`src/hw/rtl/region_address_translator_top_defines.svh`:
```
// -----------------------------------------------------------------------------
// Region address translator: assertion macros
// Shared concurrent assertion helpers, clocked on i_clk and idle in reset.
// -----------------------------------------------------------------------------
`ifndef REGION_ADDRESS_TRANSLATOR_TOP_DEFINES_SVH
`define REGION_ADDRESS_TRANSLATOR_TOP_DEFINES_SVH

// Generic form with explicit clock and reset.
`define RAT_ASSERT_CLK(label, clk, rst_n, prop, msg) \
    label: assert property (@(posedge clk) disable iff (!rst_n) prop) else $error(msg);

// Usual form on the block clock and reset.
`define RAT_ASSERT(label, prop, msg) \
    `RAT_ASSERT_CLK(label, i_clk, i_rst_n, prop, msg)

`endif

```
`src/hw/rtl/rat_pkg.sv`:
```
// -----------------------------------------------------------------------------
// Region address translator package
// Codes and the transaction token that travels along the row of slot cells.
// -----------------------------------------------------------------------------
package rat_pkg;

    // Operation codes carried in the func field.
    localparam logic FUNC_ADD = 1'b0;
    localparam logic FUNC_XLT = 1'b1;

    // Result status codes.
    localparam logic [1:0] ST_OK      = 2'd0;
    localparam logic [1:0] ST_FULL    = 2'd1;
    localparam logic [1:0] ST_NOMATCH = 2'd2;

    // One request as it passes from cell to cell.
    typedef struct packed {
        logic        valid;
        logic        func;
        logic [31:0] target_base;
        logic [31:0] local_base;
        logic [31:0] bytes;
        logic [31:0] lookup_addr;
        logic        claimed;
        logic [31:0] local_addr;
    } t_token;

endpackage

```
`src/hw/rtl/rat_if.sv`:
```
// -----------------------------------------------------------------------------
// Region address translator channels
// Valid/ready request and response interfaces with source and sink views.
// -----------------------------------------------------------------------------
interface rat_req_if;
    logic        valid;
    logic        ready;
    logic        func;
    logic [31:0] region_target_base;
    logic [31:0] region_local_base;
    logic [31:0] region_bytes;
    logic [31:0] lookup_addr;

    modport source (
        output valid, func, region_target_base, region_local_base, region_bytes,
               lookup_addr,
        input  ready
    );
    modport sink (
        input  valid, func, region_target_base, region_local_base, region_bytes,
               lookup_addr,
        output ready
    );
endinterface

interface rat_rsp_if;
    logic        valid;
    logic        ready;
    logic [1:0]  status;
    logic [31:0] local_addr;
    logic [31:0] first_region_base;

    modport source (
        output valid, status, local_addr, first_region_base,
        input  ready
    );
    modport sink (
        input  valid, status, local_addr, first_region_base,
        output ready
    );
endinterface

```
`src/hw/rtl/region_address_translator_top.sv`:
```
// -----------------------------------------------------------------------------
// Region address translator top level
// Row of slot cells that adds regions and translates addresses in slot order.
// -----------------------------------------------------------------------------
//  Port       Role      Payload
//  i_req      sink      func, region_target_base, region_local_base,
//                       region_bytes, lookup_addr
//  o_rsp      source    status, local_addr, first_region_base
//
// The first cell registers a transaction at acceptance, it walks the row of
// REGION_SLOTS cells one cell a cycle and then lands in the response register.
// One transaction is in the row at a time; the next is accepted in the cycle
// after the response register loads, even while that response still waits.
// A stalled response freezes the row once the next transaction reaches its
// end. Reset empties every slot at once.
// -----------------------------------------------------------------------------
`include "region_address_translator_top_defines.svh"

module region_address_translator_top
    import rat_pkg::*;
#(
    parameter int REGION_SLOTS = 10
) (
    input  logic   i_clk,
    input  logic   i_rst_n,
    rat_req_if.sink   i_req,
    rat_rsp_if.source o_rsp
);

    t_token      w_tok [REGION_SLOTS + 1];
    logic [31:0] w_head_base [REGION_SLOTS];
    t_token      w_tail;
    logic        w_accept;
    logic        w_load;
    logic        w_en;

    logic        r_busy;
    logic        r_out_valid;
    logic [1:0]  r_status;
    logic [31:0] r_local;
    logic [31:0] r_first;

    // Request side: one transaction in the row at a time.
    assign i_req.ready = !r_busy;
    assign w_accept    = i_req.valid && i_req.ready;

    assign w_tok[0] = '{
        valid:       w_accept,
        func:        i_req.func,
        target_base: i_req.region_target_base,
        local_base:  i_req.region_local_base,
        bytes:       i_req.region_bytes,
        lookup_addr: i_req.lookup_addr,
        claimed:     1'b0,
        local_addr:  32'd0
    };

    // The row holds still while a finished transaction cannot leave.
    assign w_tail = w_tok[REGION_SLOTS];
    assign w_load = w_tail.valid && (!r_out_valid || o_rsp.ready);
    assign w_en   = !(w_tail.valid && !w_load);

    // Row of slot cells.
    for (genvar g = 0; g < REGION_SLOTS; g++) begin : g_cell
        rat_cell u_cell (
            .i_clk       (i_clk),
            .i_rst_n     (i_rst_n),
            .i_en        (w_en),
            .i_tok       (w_tok[g]),
            .o_tok       (w_tok[g + 1]),
            .o_head_base (w_head_base[g])
        );
    end

    // Occupancy flag and response register.
    always_ff @(posedge i_clk) begin
        if (!i_rst_n) begin
            r_busy      <= 1'b0;
            r_out_valid <= 1'b0;
        end else begin
            if (w_accept) begin
                r_busy <= 1'b1;
            end else if (w_load) begin
                r_busy <= 1'b0;
            end
            if (w_load) begin
                r_out_valid <= 1'b1;
            end else if (o_rsp.ready) begin
                r_out_valid <= 1'b0;
            end
        end
    end

    // Response payload; an unclaimed transaction reports full or no match.
    always_ff @(posedge i_clk) begin
        if (w_load) begin
            if (w_tail.claimed) begin
                r_status <= ST_OK;
            end else if (w_tail.func == FUNC_XLT) begin
                r_status <= ST_NOMATCH;
            end else begin
                r_status <= ST_FULL;
            end
            r_local <= w_tail.local_addr;
            r_first <= w_head_base[0];
        end
    end

    assign o_rsp.valid             = r_out_valid;
    assign o_rsp.status            = r_status;
    assign o_rsp.local_addr        = r_local;
    assign o_rsp.first_region_base = r_first;

    // Checks on the row and the response register.
    `RAT_ASSERT(a_tail_only_when_busy, w_tail.valid |-> r_busy, "token in row while idle")
    `RAT_ASSERT(a_rsp_from_row, $rose(o_rsp.valid) |-> $past(r_busy), "response without a transaction")
    `RAT_ASSERT(a_fail_zero_addr, (o_rsp.valid && o_rsp.status != ST_OK) |-> (o_rsp.local_addr == 32'd0), "failed transaction with address")

endmodule

```
`src/hw/rtl/rat_cell.sv`:
```
// -----------------------------------------------------------------------------
// Region address translator slot cell
// Holds one region slot, serves the passing transaction and registers it onward.
// -----------------------------------------------------------------------------
module rat_cell
    import rat_pkg::*;
(
    input  logic        i_clk,
    input  logic        i_rst_n,
    input  logic        i_en,
    input  t_token      i_tok,
    output t_token      o_tok,
    output logic [31:0] o_head_base
);

    logic        r_used;
    logic [31:0] r_base;
    logic [32:0] r_end;
    logic [31:0] r_offset;
    t_token      r_tok;

    logic        w_live;
    logic        w_in_range;
    logic        w_hit_add;
    logic        w_hit_xlt;
    t_token      n_tok;

    // The transaction is still looking for a slot.
    assign w_live = i_tok.valid && !i_tok.claimed;

    // The region end is kept in 33 bits so that it never wraps.
    assign w_in_range = r_used
                     && (i_tok.lookup_addr >= r_base)
                     && ({1'b0, i_tok.lookup_addr} < r_end);

    assign w_hit_add = w_live && (i_tok.func == FUNC_ADD) && !r_used;
    assign w_hit_xlt = w_live && (i_tok.func == FUNC_XLT) && w_in_range;

    // A hit claims the transaction so that later cells leave it alone.
    always_comb begin
        n_tok = i_tok;
        if (w_hit_add) begin
            n_tok.claimed = 1'b1;
        end
        if (w_hit_xlt) begin
            n_tok.claimed    = 1'b1;
            n_tok.local_addr = i_tok.lookup_addr + r_offset;
        end
    end

    // Slot storage and the onward token register.
    always_ff @(posedge i_clk) begin
        if (!i_rst_n) begin
            r_used       <= 1'b0;
            r_tok.valid  <= 1'b0;
        end else if (i_en) begin
            r_tok <= n_tok;
            if (w_hit_add) begin
                r_used   <= (i_tok.bytes != 32'd0);
                r_base   <= i_tok.target_base;
                r_end    <= {1'b0, i_tok.target_base} + {1'b0, i_tok.bytes};
                r_offset <= i_tok.local_base - i_tok.target_base;
            end
        end
    end

    assign o_tok       = r_tok;
    assign o_head_base = r_used ? r_base : 32'd0;

endmodule

```
`src/flat_wrapper.sv`:
```
// flat-port wrapper written by rule: the top's interface ports become plain ports
module region_address_translator_top_flat import rat_pkg::*;
#(
    parameter int REGION_SLOTS = 10
)
  (i_clk, i_rst_n, i_req_valid, i_req_func, i_req_region_target_base, i_req_region_local_base, i_req_region_bytes, i_req_lookup_addr, i_req_ready, o_rsp_valid, o_rsp_status, o_rsp_local_addr, o_rsp_first_region_base, o_rsp_ready);
  rat_req_if i_req_i ();
  rat_rsp_if o_rsp_i ();
  input  logic i_clk;
  input  logic i_rst_n;
  input wire logic [$bits(i_req_i.valid)-1:0] i_req_valid;
  input wire logic [$bits(i_req_i.func)-1:0] i_req_func;
  input wire logic [$bits(i_req_i.region_target_base)-1:0] i_req_region_target_base;
  input wire logic [$bits(i_req_i.region_local_base)-1:0] i_req_region_local_base;
  input wire logic [$bits(i_req_i.region_bytes)-1:0] i_req_region_bytes;
  input wire logic [$bits(i_req_i.lookup_addr)-1:0] i_req_lookup_addr;
  output wire logic [$bits(i_req_i.ready)-1:0] i_req_ready;
  output wire logic [$bits(o_rsp_i.valid)-1:0] o_rsp_valid;
  output wire logic [$bits(o_rsp_i.status)-1:0] o_rsp_status;
  output wire logic [$bits(o_rsp_i.local_addr)-1:0] o_rsp_local_addr;
  output wire logic [$bits(o_rsp_i.first_region_base)-1:0] o_rsp_first_region_base;
  input wire logic [$bits(o_rsp_i.ready)-1:0] o_rsp_ready;
  assign i_req_i.valid = i_req_valid;
  assign i_req_i.func = i_req_func;
  assign i_req_i.region_target_base = i_req_region_target_base;
  assign i_req_i.region_local_base = i_req_region_local_base;
  assign i_req_i.region_bytes = i_req_region_bytes;
  assign i_req_i.lookup_addr = i_req_lookup_addr;
  assign i_req_ready = i_req_i.ready;
  assign o_rsp_valid = o_rsp_i.valid;
  assign o_rsp_status = o_rsp_i.status;
  assign o_rsp_local_addr = o_rsp_i.local_addr;
  assign o_rsp_first_region_base = o_rsp_i.first_region_base;
  assign o_rsp_i.ready = o_rsp_ready;
  region_address_translator_top #(.REGION_SLOTS(REGION_SLOTS)) u_core (.i_clk(i_clk), .i_rst_n(i_rst_n), .i_req(i_req_i), .o_rsp(o_rsp_i));
endmodule
```
`config.mk`:
```
export PLATFORM = sky130hd
export DESIGN_NAME = region_address_translator_top_flat
export DESIGN_NICKNAME = d
export VERILOG_FILES = /design/src/hw/rtl/rat_pkg.sv /design/src/hw/rtl/rat_if.sv /design/src/hw/rtl/region_address_translator_top.sv /design/src/hw/rtl/rat_cell.sv /design/src/flat_wrapper.sv
export VERILOG_INCLUDE_DIRS = /design/src /design/src/hw/rtl
export SDC_FILE = /design/constraint.sdc
export NUM_CORES = 2
export LEC_CHECK = 0
export BUFFER_PORTS_ARGS = -buffer_cell sky130_fd_sc_hd__buf_2
export CAP_MARGIN = 20
export CELL_PAD_IN_SITES_DETAIL_PLACEMENT = 1
export CELL_PAD_IN_SITES_GLOBAL_PLACEMENT = 2
export CORE_MARGIN = 2
export CORE_UTILIZATION = 48
export DETAILED_ROUTE_END_ITERATION = 8
export HOLD_SLACK_MARGIN = 0.02
export PLACE_DENSITY_LB_ADDON = 0.25
export SYNTH_ARGS = -nofsm -noshare
export SYNTH_HDL_FRONTEND = slang
export SYNTH_HIERARCHICAL = 1
export SYNTH_SLANG_ARGS = --single-unit
```
`constraint.sdc`:
```
create_clock -name i_clk -period 30.1 [get_ports i_clk]
set_input_delay 1.505 -clock i_clk [delete_from_list [all_inputs] [get_ports i_clk]]
set_output_delay 1.505 -clock i_clk [all_outputs]
set_load 0.005 [all_outputs]
```
==> results by group <==
Yosys
  • Yosys warning total: 6
  • Synth Cell Area: 147300 um2
  • Syn avg cell area: 11.79 um2
  • Synthesized instance count: 12491

Placement
  • Post-DP HPWL: 368.3 mm
  • Buffers added on ports: 200
  • Post-DP Area: 153400 um2
  • Final Wtd Congestion: 0.9538
  • Place WS: 24.81 ns

Global route
  • Largest net degree at the start of global routing: 76
  • GRT Resource Usage Total: 28.85%
  • First-pass GRT wire length: 673.5 mm
  • Antenna violations before repair: 5
  • Vias in the first global route: 112064
  • Residual overflow from global routing: 0

Route
  • Wire length per cell: 26.35 um
  • Routed Antenna Nets: 0
  • Vias: 101772
  • DRT iter0 DRCs: 5030
  • Drt total wl: 455.6 mm
  • DR DRC count: 0
  • 1st-pass router iterations: 6
  • Vias per cell: 5.886

Layout
  • Layout area overhead: 10.95%
  • Share of cells above drive strength 1: 8.846%
  • Most common cell after layout, fill and taps aside: edfxtp_1
  • Final Instance Area: 163400 um2
  • Commonest non-fill, non-tap cells in the layout: 2528 x edfxtp_1, 1570 x ha_1, 1289 x inv_1
  • FF+latch area: 76350 um2
  • Layout net count: 14678
  • Filler instances: 31371
  • Multi-input gate area: 65470 um2

Die
  • Die H: 557.9 um
  • Initial Utilization: 48.20%
  • # rows: 203
  • Die area: 311300 um2
  • Core area: 305600 um2
  • Die width: 557.9 um
  • I/O pin total: 201

Critical path
  • Cells along the critical path: ha_1 > fa_1 > nor2b_1 > o21a_1 > o21ai_0 > a2111oi_0 > o31ai_1 > a2111oi_2 > o2111ai_1 > nand4_1 > o211ai_1
  • Reg2Reg Depth: 11
  • Crit path max-delay family: compound AO/OA/AOI/OAI gates
  • CP endpoint kind: flip-flop
  • CP Max Fanout: 4
  • RR Startpoint: u_core/g_cell[7].u_cell/o_tok[129]
  • Critical Path Start Type: flip-flop
  • Reg2reg end: u_core/g_cell[8].u_cell/r_offset[28]
  • Crit path DAT: 5.52 ns
  • Buf/Inv on CP: 0
  • R2R setup slack: 25.19 ns
  • CP max stage cell: a2111oi_0
  • Max incr delay on CP: 0.91 ns
  • Crit path required time: 30.71 ns
  • WS Path Type: reg2reg

Clocking
  • CTS tree: done
  • Post-cts resize count: 0
  • Post-CTS setup buffers: 0
  • Num Clock Sinks: 2550
  • Hold Buf Count CTS: 0
  • Clk slew on worst S/H paths: 0.06 ns
  • Clk_lat worst skew: 0.93 ns
  • Root Driver: clkbuf_16
  • Num CTS Buffers: 299
  • Clk buf depth: 4
  • H-tree levels: 5

Timing
  • Final hold vios: 0
  • Worst setup margin: 25.19 ns
  • Setup_tns: 0 ns
  • Tightest Pin Transition: 1.372 ns
  • Final setup vio count: 0
  • Unrepaired setup endpoints after global routing: false
  • Worst rel slew slack: 7.716%
  • Max Clock Skew: 0.05848 ns
  • Min cycle time layout: 4.905 ns
  • Final slew viol count: 0
  • Peak Freq: 203.9 MHz
  • Tcrit/Tclk final: 16.30%

Power and ir drop
  • Pleak: 0.06640 uW
  • Pwr Density: 57.33 nW/um2
  • Peak VDD IR: 67.52 uV

Worst hold path
  • Hold Startpoint: u_core/g_cell[9].u_cell/o_tok[21]
  • Worst Hold End: u_core/o_rsp.local_addr[21]
  • Hold depth: 0
  • Worst Hold Class: reg2reg

Status
  • Status: complete, no violations

Run
  • Max_cap viols: 0
state kept, by name (all words and copies together), names as in the netlist:
signal / count
u_core/r_busy: 1
u_core/g_cell.u_cell/r_end: 330
u_core/o_rsp.status: 2
u_core/g_cell.u_cell/r_used: 10
u_core/o_rsp.valid: 1
u_core/g_cell.u_cell/r_base: 320
u_core/g_cell.u_cell/r_offset: 320
u_core/o_rsp.local_addr: 32
u_core/o_rsp.first_region_base: 32
u_core/g_cell.u_cell/o_tok: 1502
area by class of cell:
type | count | area share (%)
clock inverters | 182 | 1.260
inverters | 1290 | 2.963
multi-input cells | 8514 | 40.06
clock buffers | 355 | 4.805
flip-flops and latches | 2550 | 46.73
well taps | 4100 | 3.139
repair buffers | 290 | 1.025
diodes | 10 | 0.01531
how the worst max path moves through the flow:
| stage | start | to | slack (ns) | cells after the start |
|---|---|---|---|---|
| after floorplan | o_rsp_ready | u_core/g_cell[6].u_cell/r_used | 16.43 | 6 |
| after global placement | i_req_region_target_base[0] | u_core/g_cell[0].u_cell/r_end[30] | 24.91 | 12 |
| after detailed placement | o_rsp_ready | u_core/g_cell[6].u_cell/r_base[1] | 24.81 | 8 |
| after CTS | u_core/g_cell[7].u_cell/o_tok[129] | u_core/g_cell[8].u_cell/r_offset[28] | 25.27 | 11 |
| after global routing | u_core/g_cell[7].u_cell/o_tok[129] | u_core/g_cell[8].u_cell/r_offset[28] | 25.20 | 11 |
| final | u_core/g_cell[7].u_cell/o_tok[129] | u_core/g_cell[8].u_cell/r_offset[28] | 25.19 | 11 |
where the power goes:
group / leakage (uW) / switching (uW) / internal (uW)
Combinational: 0.0375 / 834 / 538
Sequential: 0.0241 / 160 / 4120
Clock: 0.00478 / 1510 / 2210
Total: 0.0664 / 2510 / 6860
per-layer routing:
| metal | GRT usage [%] | wire (um) |
|---|---|---|
| met5 | 0 | 0 |
| met4 | 19.03 | 33950 |
| met1 | 29.03 | 163800 |
| met3 | 2.409 | 11120 |
| met2 | 56.14 | 246700 |
worst register-to-register path: cells and delay by family, from the launching register on:
family / cells / cell delay [ns]
flops: 1 / 0.45
simple gates: 2 / 0.37
compound gates: 7 / 3.11
fa+ha+maj: 2 / 0.67
metrics by stage:
stage | std cells | hold WS [ns] | util [%] | total power [uW]
final | 17291 | 0.4161 | 53.48 | 9368
after global routing | 17291 | 0.4226 | 53.48 | 9706
after CTS | 17279 | 0.4193 | 53.46 | 9444
after detailed placement | 16742 | 0.4061 | 50.22 | 5707
after global placement | 16736 | 0.4014 | 50.21 | 5638
after floorplan | 12525 | 0.4003 | - | 5231
No activity file was read; power rests on OpenSTA's default activity.
